### src/rtl/ddg_pkg.sv
// Shared types, constants and helper functions for the two-wheel drive gear/PWM controller.
// No dependencies; every other file imports this package.
package ddg_pkg;

    typedef logic [2:0]  t_gear;
    typedef logic [2:0]  t_op;
    typedef logic [2:0]  t_cfg_idx;
    typedef logic [15:0] t_u16;
    typedef logic [9:0]  t_trim;
    typedef logic [27:0] t_mul_op;
    typedef logic [55:0] t_prod;
    typedef logic [26:0] t_pt;

    localparam t_gear GEAR_BOTTOM = 3'd0;
    localparam t_gear GEAR_IDLE   = 3'd3;
    localparam t_gear GEAR_TOP    = 3'd6;

    localparam t_op OP_FWD     = 3'd0;
    localparam t_op OP_BWD     = 3'd1;
    localparam t_op OP_LEFT    = 3'd2;
    localparam t_op OP_RIGHT   = 3'd3;
    localparam t_op OP_STOP    = 3'd4;
    localparam t_op OP_RESTORE = 3'd5;

    localparam t_cfg_idx CFG_PERIOD   = 3'd0;
    localparam t_cfg_idx CFG_LTRIM60  = 3'd1;
    localparam t_cfg_idx CFG_LTRIM80  = 3'd2;
    localparam t_cfg_idx CFG_LTRIM100 = 3'd3;
    localparam t_cfg_idx CFG_RTRIM60  = 3'd4;
    localparam t_cfg_idx CFG_RTRIM80  = 3'd5;
    localparam t_cfg_idx CFG_RTRIM100 = 3'd6;

    localparam t_u16  PERIOD_RST = 16'd1000;
    localparam t_trim TRIM_RST   = 10'd1000;

    // Exact reciprocals for quotients of values below 2**27.
    localparam t_mul_op RECIP_1000 = 28'd137438954;   // ceil(2**37 / 1000)
    localparam t_mul_op RECIP_5000 = 28'd219902326;   // ceil(2**40 / 5000)

    localparam t_u16 U16_MAX = 16'hFFFF;

    typedef struct packed {
        logic  write;
        logic  timer;
        t_gear left;
        t_gear right;
    } t_gear_stat;

    // Trim slot for a gear: 0 for 60, 1 for 80, 2 for 100 percent magnitude.
    function automatic logic [1:0] trim_slot(input t_gear g);
        logic [1:0] s;
        if (g > GEAR_IDLE) begin
            s = (g >= GEAR_TOP) ? 2'd2 : 2'(g - 3'd4);
        end else begin
            s = 2'(3'd2 - g);
        end
        return s;
    endfunction

    // Partial-side factor (100 -/+ speed) expressed in units of 20.
    function automatic logic [1:0] part_mult(input t_gear g);
        logic [1:0] m;
        if (g > GEAR_IDLE) begin
            m = (g >= GEAR_TOP) ? 2'd0 : 2'(3'd6 - g);
        end else begin
            m = g[1:0];
        end
        return m;
    endfunction

    function automatic t_u16 sat16(input logic [18:0] v);
        return (v > 19'(U16_MAX)) ? U16_MAX : v[15:0];
    endfunction

endpackage

### src/rtl/ddg_if.sv
// Channel interfaces: drive command, drive result and configuration write.
// Depends on ddg_pkg for payload types.
interface ddg_cmd_if;
    import ddg_pkg::*;
    logic  valid;
    logic  ready;
    t_op   op;
    t_u16  hold_ms;
    modport source (output valid, op, hold_ms, input ready);
    modport sink   (input valid, op, hold_ms, output ready);
endinterface

interface ddg_res_if;
    import ddg_pkg::*;
    logic  valid;
    logic  ready;
    t_u16  left_drive_a;
    t_u16  left_drive_b;
    t_u16  right_drive_a;
    t_u16  right_drive_b;
    t_gear left_gear_now;
    t_gear right_gear_now;
    logic  drive_written;
    logic  timer_start;
    t_u16  timer_ms;
    modport source (output valid, left_drive_a, left_drive_b, right_drive_a, right_drive_b,
                    left_gear_now, right_gear_now, drive_written, timer_start, timer_ms,
                    input ready);
    modport sink   (input valid, left_drive_a, left_drive_b, right_drive_a, right_drive_b,
                    left_gear_now, right_gear_now, drive_written, timer_start, timer_ms,
                    output ready);
endinterface

interface ddg_cfg_if;
    import ddg_pkg::*;
    logic     valid;
    logic     ready;
    t_cfg_idx index;
    t_u16     data;
    modport source (output valid, index, data, input ready);
    modport sink   (input valid, index, data, output ready);
endinterface

### src/rtl/ddg_mul.sv
// Shared 28x28 multiplier with a registered product.
// Depends on ddg_pkg.
module ddg_mul (
    input  logic            i_clk,
    input  ddg_pkg::t_mul_op i_a,
    input  ddg_pkg::t_mul_op i_b,
    output ddg_pkg::t_prod   o_prod
);
    import ddg_pkg::*;

    t_prod r_prod;

    always_ff @(posedge i_clk) begin
        r_prod <= t_prod'(i_a) * t_prod'(i_b);
    end

    assign o_prod = r_prod;

endmodule

### src/rtl/ddg_gear.sv
// Gear state: current and saved gear pairs, save arming, and per-command flags.
// Depends on ddg_pkg.
module ddg_gear (
    input  logic                 i_clk,
    input  logic                 i_rst_n,
    input  logic                 i_apply,
    input  ddg_pkg::t_op         i_op,
    input  logic                 i_hold_zero,
    output ddg_pkg::t_gear_stat  o_stat
);
    import ddg_pkg::*;

    t_gear r_left, n_left, r_right, n_right;
    t_gear r_sleft, n_sleft, r_sright, n_sright;
    logic  r_armed, n_armed, r_write, n_write, r_timer, n_timer;

    function automatic t_gear toward_idle(input t_gear g);
        t_gear r;
        if (g > GEAR_IDLE) begin
            r = g - 3'd1;
        end else if (g < GEAR_IDLE) begin
            r = g + 3'd1;
        end else begin
            r = g;
        end
        return r;
    endfunction

    always_comb begin
        n_left   = r_left;
        n_right  = r_right;
        n_sleft  = r_sleft;
        n_sright = r_sright;
        n_armed  = r_armed;
        n_write  = r_write;
        n_timer  = r_timer;
        if (i_apply) begin
            n_write = 1'b0;
            n_timer = 1'b0;
            unique case (i_op)
                OP_FWD, OP_BWD: begin
                    if (r_left == r_right) begin
                        if (i_op == OP_FWD && r_left < GEAR_TOP) begin
                            n_left  = r_left + 3'd1;
                            n_right = r_right + 3'd1;
                        end else if (i_op == OP_BWD && r_left > GEAR_BOTTOM) begin
                            n_left  = r_left - 3'd1;
                            n_right = r_right - 3'd1;
                        end
                        n_write = 1'b1;
                    end
                    // save after stepping
                    if (r_armed) begin
                        n_sleft  = n_left;
                        n_sright = n_right;
                        n_armed  = 1'b0;
                    end
                    n_timer = 1'b1;
                end
                OP_LEFT, OP_RIGHT: begin
                    // save before stepping
                    if (r_armed) begin
                        n_sleft  = r_left;
                        n_sright = r_right;
                        n_armed  = 1'b0;
                    end
                    if (r_left == r_right) begin
                        if (i_op == OP_LEFT) begin
                            n_right = toward_idle(r_right);
                        end else begin
                            n_left = toward_idle(r_left);
                        end
                    end
                    n_write = 1'b1;
                    n_timer = 1'b1;
                end
                OP_STOP: begin
                    n_sleft  = GEAR_IDLE;
                    n_sright = GEAR_IDLE;
                    if (!i_hold_zero) begin
                        n_armed = 1'b0;
                        n_timer = 1'b1;
                    end else begin
                        n_left  = GEAR_IDLE;
                        n_right = GEAR_IDLE;
                        n_armed = 1'b1;
                        n_write = 1'b1;
                    end
                end
                OP_RESTORE: begin
                    n_left  = r_sleft;
                    n_right = r_sright;
                    n_armed = 1'b1;
                    n_write = 1'b1;
                end
                default: begin
                end
            endcase
        end
    end

    always_ff @(posedge i_clk) begin
        if (!i_rst_n) begin
            r_left   <= GEAR_IDLE;
            r_right  <= GEAR_IDLE;
            r_sleft  <= GEAR_IDLE;
            r_sright <= GEAR_IDLE;
            r_armed  <= 1'b1;
            r_write  <= 1'b0;
            r_timer  <= 1'b0;
        end else begin
            r_left   <= n_left;
            r_right  <= n_right;
            r_sleft  <= n_sleft;
            r_sright <= n_sright;
            r_armed  <= n_armed;
            r_write  <= n_write;
            r_timer  <= n_timer;
        end
    end

    assign o_stat = '{write: r_write, timer: r_timer, left: r_left, right: r_right};

endmodule

### src/rtl/diff_drive_gear_pwm_controller_unit.sv
// Top level of the two-wheel drive gear/PWM controller: sequencer, config registers, output register.
// Depends on ddg_pkg, ddg_if.sv, ddg_mul and ddg_gear.
//
// Usage:
//   i_cmd  - drive command transaction (op, hold_ms); ready is high only while idle.
//   o_res  - one result transaction per command: four bridge compare values, the gears,
//            drive_written, timer_start and timer_ms. Drive fields are 0 when not written.
//   i_cfg  - register write transaction (index, data); always ready. Write only while idle.
// Timing: after a command is taken the gear update runs in the command state, then each motor
//   passes through the PT, FULL, PART and STORE states on the one shared multiplier (period*trim, divide by 1000 and by
//   5000 via reciprocal multiply, store), and the done state loads the output register.
//   The result is presented in the first idle cycle, and a new command can be taken at
//   the end of that cycle; no new command is taken while one is still in progress.
// Stall: the result sits in an output register until taken; a finished command that
//   finds the register still full waits in the done state, and no new command is taken.
// Reset: i_rst_n is synchronous, active low. Gears and saved gears return to idle,
//   the save is armed, period resets to 1000 and every trim to 1000.
module diff_drive_gear_pwm_controller_unit (
    input  logic        i_clk,
    input  logic        i_rst_n,
    ddg_cmd_if.sink     i_cmd,
    ddg_cfg_if.sink     i_cfg,
    ddg_res_if.source   o_res
);
    import ddg_pkg::*;

    localparam logic [2:0] ST_IDLE  = 3'd0;
    localparam logic [2:0] ST_CMD   = 3'd1;
    localparam logic [2:0] ST_PT    = 3'd2;
    localparam logic [2:0] ST_FULL  = 3'd3;
    localparam logic [2:0] ST_PART  = 3'd4;
    localparam logic [2:0] ST_STORE = 3'd5;
    localparam logic [2:0] ST_DONE  = 3'd6;

    logic [2:0] r_state, n_state;
    logic       r_side, n_side;
    t_op        r_op;
    t_u16       r_hold;
    t_u16       r_period;
    t_trim      r_trim [6];
    t_pt        r_x, n_x;
    t_u16       r_full, n_full;
    t_u16       r_la, r_lb, r_ra, r_rb;

    logic       r_out_valid;
    t_u16       r_out_la, r_out_lb, r_out_ra, r_out_rb, r_out_tms;
    t_gear      r_out_lg, r_out_rg;
    logic       r_out_wr, r_out_ts;

    t_gear_stat stat;
    t_gear      cur_gear;
    logic [1:0] slot, mult;
    t_trim      trim;
    t_mul_op    mul_a, mul_b;
    t_prod      prod;
    t_u16       partial, drv_a, drv_b;
    logic       cmd_take, load_out;

    assign cmd_take = i_cmd.valid && (r_state == ST_IDLE);
    assign load_out = (r_state == ST_DONE) && (!r_out_valid || o_res.ready);

    ddg_gear u_gear (
        .i_clk       (i_clk),
        .i_rst_n     (i_rst_n),
        .i_apply     (r_state == ST_CMD),
        .i_op        (r_op),
        .i_hold_zero (r_hold == 16'd0),
        .o_stat      (stat)
    );

    ddg_mul u_mul (
        .i_clk  (i_clk),
        .i_a    (mul_a),
        .i_b    (mul_b),
        .o_prod (prod)
    );

    assign cur_gear = r_side ? stat.right : stat.left;
    assign slot     = trim_slot(cur_gear);
    assign mult     = part_mult(cur_gear);
    assign trim     = r_trim[3'(r_side) * 3'd3 + 3'(slot)];
    assign partial  = prod[55:40];

    always_comb begin
        if (cur_gear == GEAR_IDLE) begin
            drv_a = r_period;
            drv_b = r_period;
        end else if (cur_gear < GEAR_IDLE) begin
            drv_a = partial;
            drv_b = r_full;
        end else begin
            drv_a = r_full;
            drv_b = partial;
        end
    end

    always_comb begin
        n_state = r_state;
        n_side  = r_side;
        n_x     = r_x;
        n_full  = r_full;
        mul_a   = '0;
        mul_b   = '0;
        unique case (r_state)
            ST_IDLE: begin
                if (cmd_take) begin
                    n_state = ST_CMD;
                end
            end
            ST_CMD: begin
                n_side  = 1'b0;
                n_state = ST_PT;
            end
            ST_PT: begin
                mul_a   = t_mul_op'(r_period);
                mul_b   = t_mul_op'(trim);
                n_state = ST_FULL;
            end
            ST_FULL: begin
                // period*trim is below 2**27; reciprocal gives the exact quotient by 1000
                mul_a   = t_mul_op'(prod[26:0]);
                mul_b   = RECIP_1000;
                n_x     = prod[26:0];
                n_state = ST_PART;
            end
            ST_PART: begin
                n_full = sat16(prod[55:37]);
                unique case (mult)
                    2'd1:    mul_a = t_mul_op'(r_x);
                    2'd2:    mul_a = {r_x, 1'b0};
                    default: mul_a = '0;
                endcase
                mul_b   = RECIP_5000;
                n_state = ST_STORE;
            end
            ST_STORE: begin
                if (!r_side) begin
                    n_side  = 1'b1;
                    n_state = ST_PT;
                end else begin
                    n_state = ST_DONE;
                end
            end
            ST_DONE: begin
                if (load_out) begin
                    n_state = ST_IDLE;
                end
            end
            default: n_state = ST_IDLE;
        endcase
    end

    always_ff @(posedge i_clk) begin
        if (!i_rst_n) begin
            r_state     <= ST_IDLE;
            r_side      <= 1'b0;
            r_out_valid <= 1'b0;
            r_period    <= PERIOD_RST;
            for (int k = 0; k < 6; k++) begin
                r_trim[k] <= TRIM_RST;
            end
        end else begin
            r_state <= n_state;
            r_side  <= n_side;
            if (load_out) begin
                r_out_valid <= 1'b1;
            end else if (o_res.ready) begin
                r_out_valid <= 1'b0;
            end
            if (i_cfg.valid) begin
                unique case (i_cfg.index)
                    CFG_PERIOD:   r_period  <= i_cfg.data;
                    CFG_LTRIM60:  r_trim[0] <= i_cfg.data[9:0];
                    CFG_LTRIM80:  r_trim[1] <= i_cfg.data[9:0];
                    CFG_LTRIM100: r_trim[2] <= i_cfg.data[9:0];
                    CFG_RTRIM60:  r_trim[3] <= i_cfg.data[9:0];
                    CFG_RTRIM80:  r_trim[4] <= i_cfg.data[9:0];
                    CFG_RTRIM100: r_trim[5] <= i_cfg.data[9:0];
                    default: begin
                    end
                endcase
            end
        end
    end

    always_ff @(posedge i_clk) begin
        r_x    <= n_x;
        r_full <= n_full;
        if (cmd_take) begin
            r_op   <= i_cmd.op;
            r_hold <= i_cmd.hold_ms;
        end
        if (r_state == ST_STORE) begin
            if (!r_side) begin
                r_la <= drv_a;
                r_lb <= drv_b;
            end else begin
                r_ra <= drv_a;
                r_rb <= drv_b;
            end
        end
        if (load_out) begin
            r_out_la  <= stat.write ? r_la : 16'd0;
            r_out_lb  <= stat.write ? r_lb : 16'd0;
            r_out_ra  <= stat.write ? r_ra : 16'd0;
            r_out_rb  <= stat.write ? r_rb : 16'd0;
            r_out_lg  <= stat.left;
            r_out_rg  <= stat.right;
            r_out_wr  <= stat.write;
            r_out_ts  <= stat.timer;
            r_out_tms <= stat.timer ? r_hold : 16'd0;
        end
    end

    assign i_cmd.ready          = (r_state == ST_IDLE);
    assign i_cfg.ready          = 1'b1;
    assign o_res.valid          = r_out_valid;
    assign o_res.left_drive_a   = r_out_la;
    assign o_res.left_drive_b   = r_out_lb;
    assign o_res.right_drive_a  = r_out_ra;
    assign o_res.right_drive_b  = r_out_rb;
    assign o_res.left_gear_now  = r_out_lg;
    assign o_res.right_gear_now = r_out_rg;
    assign o_res.drive_written  = r_out_wr;
    assign o_res.timer_start    = r_out_ts;
    assign o_res.timer_ms       = r_out_tms;

endmodule
### src/flat_wrapper.sv
// flat-port wrapper written by rule: the top's interface ports become plain ports
module diff_drive_gear_pwm_controller_unit_flat import ddg_pkg::*;
  (i_clk, i_rst_n, i_cmd_valid, i_cmd_op, i_cmd_hold_ms, i_cmd_ready, i_cfg_valid, i_cfg_index, i_cfg_data, i_cfg_ready, o_res_valid, o_res_left_drive_a, o_res_left_drive_b, o_res_right_drive_a, o_res_right_drive_b, o_res_left_gear_now, o_res_right_gear_now, o_res_drive_written, o_res_timer_start, o_res_timer_ms, o_res_ready);
  ddg_cmd_if i_cmd_i ();
  ddg_cfg_if i_cfg_i ();
  ddg_res_if o_res_i ();
  input  logic i_clk;
  input  logic i_rst_n;
  input wire logic [$bits(i_cmd_i.valid)-1:0] i_cmd_valid;
  input wire logic [$bits(i_cmd_i.op)-1:0] i_cmd_op;
  input wire logic [$bits(i_cmd_i.hold_ms)-1:0] i_cmd_hold_ms;
  output wire logic [$bits(i_cmd_i.ready)-1:0] i_cmd_ready;
  input wire logic [$bits(i_cfg_i.valid)-1:0] i_cfg_valid;
  input wire logic [$bits(i_cfg_i.index)-1:0] i_cfg_index;
  input wire logic [$bits(i_cfg_i.data)-1:0] i_cfg_data;
  output wire logic [$bits(i_cfg_i.ready)-1:0] i_cfg_ready;
  output wire logic [$bits(o_res_i.valid)-1:0] o_res_valid;
  output wire logic [$bits(o_res_i.left_drive_a)-1:0] o_res_left_drive_a;
  output wire logic [$bits(o_res_i.left_drive_b)-1:0] o_res_left_drive_b;
  output wire logic [$bits(o_res_i.right_drive_a)-1:0] o_res_right_drive_a;
  output wire logic [$bits(o_res_i.right_drive_b)-1:0] o_res_right_drive_b;
  output wire logic [$bits(o_res_i.left_gear_now)-1:0] o_res_left_gear_now;
  output wire logic [$bits(o_res_i.right_gear_now)-1:0] o_res_right_gear_now;
  output wire logic [$bits(o_res_i.drive_written)-1:0] o_res_drive_written;
  output wire logic [$bits(o_res_i.timer_start)-1:0] o_res_timer_start;
  output wire logic [$bits(o_res_i.timer_ms)-1:0] o_res_timer_ms;
  input wire logic [$bits(o_res_i.ready)-1:0] o_res_ready;
  assign i_cmd_i.valid = i_cmd_valid;
  assign i_cmd_i.op = i_cmd_op;
  assign i_cmd_i.hold_ms = i_cmd_hold_ms;
  assign i_cmd_ready = i_cmd_i.ready;
  assign i_cfg_i.valid = i_cfg_valid;
  assign i_cfg_i.index = i_cfg_index;
  assign i_cfg_i.data = i_cfg_data;
  assign i_cfg_ready = i_cfg_i.ready;
  assign o_res_valid = o_res_i.valid;
  assign o_res_left_drive_a = o_res_i.left_drive_a;
  assign o_res_left_drive_b = o_res_i.left_drive_b;
  assign o_res_right_drive_a = o_res_i.right_drive_a;
  assign o_res_right_drive_b = o_res_i.right_drive_b;
  assign o_res_left_gear_now = o_res_i.left_gear_now;
  assign o_res_right_gear_now = o_res_i.right_gear_now;
  assign o_res_drive_written = o_res_i.drive_written;
  assign o_res_timer_start = o_res_i.timer_start;
  assign o_res_timer_ms = o_res_i.timer_ms;
  assign o_res_i.ready = o_res_ready;
  diff_drive_gear_pwm_controller_unit u_core (.i_clk(i_clk), .i_rst_n(i_rst_n), .i_cmd(i_cmd_i), .i_cfg(i_cfg_i), .o_res(o_res_i));
endmodule
### config.mk
export PLATFORM = sky130hd
export DESIGN_NAME = diff_drive_gear_pwm_controller_unit_flat
export DESIGN_NICKNAME = d
export VERILOG_FILES = /design/src/rtl/ddg_pkg.sv /design/src/rtl/ddg_if.sv /design/src/rtl/ddg_mul.sv /design/src/rtl/ddg_gear.sv /design/src/rtl/diff_drive_gear_pwm_controller_unit.sv /design/src/flat_wrapper.sv
export SDC_FILE = /design/constraint.sdc
export NUM_CORES = 2
export LEC_CHECK = 0
export BUFFER_PORTS_ARGS = -buffer_cell sky130_fd_sc_hd__buf_4
export CORE_MARGIN = 5
export CORE_UTILIZATION = 64
export DETAILED_ROUTE_END_ITERATION = 8
export PLACE_DENSITY = 0.82
export SLEW_MARGIN = 20
export SYNTH_ARGS = -nofsm -noshare
export SYNTH_HDL_FRONTEND = slang
export SYNTH_SLANG_ARGS = --single-unit
### constraint.sdc
create_clock -name i_clk -period 19.63 [get_ports i_clk]
set_input_delay 0.9815 -clock i_clk [delete_from_list [all_inputs] [get_ports i_clk]]
set_output_delay 0.9815 -clock i_clk [all_outputs]
set_load 0.01 [all_outputs]
==> impl_results.md <==
- Outcome: completed
- Main synth FF type: edfxtp_1
- Final TNS setup: 0 ns
- HPWL Detailed: 72.0 mm
- Avg Cell Area, Syn: 10.5 sq um
- Lkg Pwr: 18.9 nW
- Final Hold Viols: 0
- Worst Path Required: 20.05 ns
- Initial antenna violation count: 1
- Tcrit/Tclk final: 52.1%
- Via Count: 24071
- Post-Place Cells: 4092
- First-pass GRT wire length: 139 mm
- Clk pin slew, worst setup/hold paths: 0.06 ns
- Hold-fix buffers at CTS: 0
- Share of post-route cells with drive strength above 1: 9.67%
- Layout fillers: 3843
- Post-CTS Setup Bufs: 0
- Critical Path Fanout Max: 16
- Fin. max-slew vios: 0
- FF/Latch Area: 0.00987 sq mm
- Crit Path Class: reg -> reg
- CTS Buf Count: 37
- Non-Filler Instances: 4160
- Async S/R FF share, synth: 0%
- Sink Count: 356
- Critical path launch point type: flip-flop
- Hold Slack: 0.437 ns
- Core Area: 0.0538 sq mm
- CTS H-Tree Depth: 2
- Vias in the first global route: 25318
- Min cycle time layout: 10.23 ns
- Max-slew headroom: 22.7%
- Cell Pwr Density: 51.7 mW/mm^2
- IO Count: 134
- Clock Root Buffer: clkbuf_16
- Worst-Margin Slew: 1.15 ns
- DR iter-0 viols: 1965
- Die height: 243 um
- Most used cell, CP: fa_1
- Total number of yosys warnings: 0
- CP Launch Point: u_core.u_gear.r_left[0]$_SDFFE_PN1P_
- Routed WL per cell: 21.2 um
- Post-Syn Area: 0.0348 sq mm
- Starting Density: 64.6%
- DRT antenna net count: 0
- IO buf count: 132
- Pin count of the biggest net entering global routing: 89
- Resized cells post-CTS: 0
- DIE WIDTH: 243 um
- Clk buf depth: 3
- Max reg flops: 60
- Layout Nets: 4311
- Min-Delay Startpoint: u_core.u_mul.o_prod[15]$_DFF_P_
- CP Capture Type: flip-flop
- Worst hold path class: reg -> reg
- Number of flops mapped to enable cells by yosys: 274
- GPL Wtd Cong: 1.03
- DRT Pass-1 Iters: 8
- Area occupied by multi-input gates: 0.0217 sq mm
- Count of different cell masters after synthesis: 90
- Total Routed Length: 88.1 mm
- Worst r2r src: u_core.u_gear.r_left[0]$_SDFFE_PN1P_
- Highest Clock Rate: 97.8 MHz
- Grt total ovfl: 0
- CP peak stage delay: 0.73 ns
- DRC viols: 0
- Max_cap viols: 0
- Seq/Total Area, Yosys: 28.4%
- Clock Skew: 0.0396 ns
- Worst VDD drop: 0.0636 mV
- Die area: 0.0591 sq mm
- CP top delay family: adder cells
- Unrepaired setup endpoints after global routing: false
- Setup-failing EPs final: 0
- Latest clock arrival within the worst-skew pair: 0.56 ns
- N_diodes: 0
- Slowest cell on the critical path: a21oi_2
- Tot GR Track Use: 30.2%
- # rows: 85
- Arrival @ worst endpoint: 10.65 ns
- Gate Count Post-Synth: 3314
- WP buf/inv: 6
- Flops & latches, synth: 356
- CTS tree: built
- Vias per inst: 5.79
- Largest Register: u_core.r_trim
- Area added between synthesis and finish: 8.46%
-- placed cells by master, fill, tap and decap left out, types with 10 or more instances in the layout --
master / count
clkbuf_16: 37
nor2_1: 237
a21oi_2: 22
mux2i_1: 12
nand4_1: 12
inv_1: 744
fa_1: 506
a22oi_1: 21
mux4_2: 10
ha_1: 327
or2_2: 31
edfxtp_1: 274
o21ai_0: 53
dfxtp_1: 82
xnor2_1: 31
xor2_1: 15
or2_1: 16
nor2b_1: 11
a31oi_1: 38
nand2b_1: 47
buf_4: 165
a211oi_1: 10
nand3_1: 29
and2_1: 112
a21o_1: 18
nor3_1: 17
nand2_1: 223
conb_1: 18
or3_1: 35
and3_1: 45
a21oi_1: 99
-- cells in the mapped netlist (31+ instances only) --
cell type  instances  area share, %
a21oi_1          100            1.4
a31oi_1           38           0.68
and2_1           112            2.0
and3_1            45           0.81
clkbuf_1          61           0.66
dfxtp_1           82            4.7
edfxtp_1         274             24
fa_1             506             29
ha_1             327             12
inv_1            744            8.0
nand2_1          223            2.4
nand2b_1          47           0.85
nor2_1           238            2.6
o21ai_0           53           0.76
or2_2             31           0.56
or3_1             35           0.63
xnor2_1           31           0.78
-- per-stage QoR --
stage / instance area (sq um) / setup slack, ns / util, % / power [W]
2_1_floorplan: 34800 / 10.90 / - / 0.00113
3_3_place_gp: 36500 / 9.70 / 67.8 / 0.00124
3_5_place_dp: 36500 / 9.54 / 67.8 / 0.00125
4_1_cts: 37700 / 9.51 / 70.1 / 0.00194
5_1_grt: 37700 / 8.76 / 70.1 / 0.00203
6_report: 37700 / 9.40 / 70.1 / 0.00195
-- report_power, final --
| part | internal (W) | leakage [nW] | switching, W |
|---|---|---|---|
| logic | 0.000127 | 15.1 | 0.000244 |
| clock network | 0.000401 | 0.590 | 0.000302 |
| registers | 0.000849 | 3.18 | 0.0000270 |
-- worst paths after layout --
kind,endpoint,slack (ns),depth (start not counted)
hold / removal,u_core.r_x[15]$_DFFE_PN_,0.44,0
setup reg to reg,u_core.u_mul.o_prod[48]$_DFF_P_,9.40,34
setup / recovery,u_core.u_mul.o_prod[48]$_DFF_P_,9.40,34
hold reg to reg,u_core.r_x[15]$_DFFE_PN_,0.44,0
-- layout make-up --
class / count / share of cell area (%)
Clock inverter: 20 / 0.554
Sequential cell: 356 / 26.2
Multi-Input combinational cell: 2126 / 57.6
Clock buffer: 48 / 2.62
Timing Repair Buffer: 166 / 3.32
Inverter: 748 / 7.45
Tap cell: 696 / 2.31
-- routing by layer --
metal	routed length (um)	GRT usage [%]	vias up
met5	0	0	-
met2	42100	50.1	1132
met1	33400	38.7	11950
met4	4380	12.4	0
li1	-	-	10744
met3	8150	7.15	245
-- cells by family after synthesis --
group	synth area share [%]
compound gates	6.99
mux	1.03
fa+ha+maj	40.9
buf+inv	9.39
xor+xnor	1.30
flops	28.4
simple gates	12.0
other cells	0.0216
No activity file was read; power rests on OpenSTA's default activity.
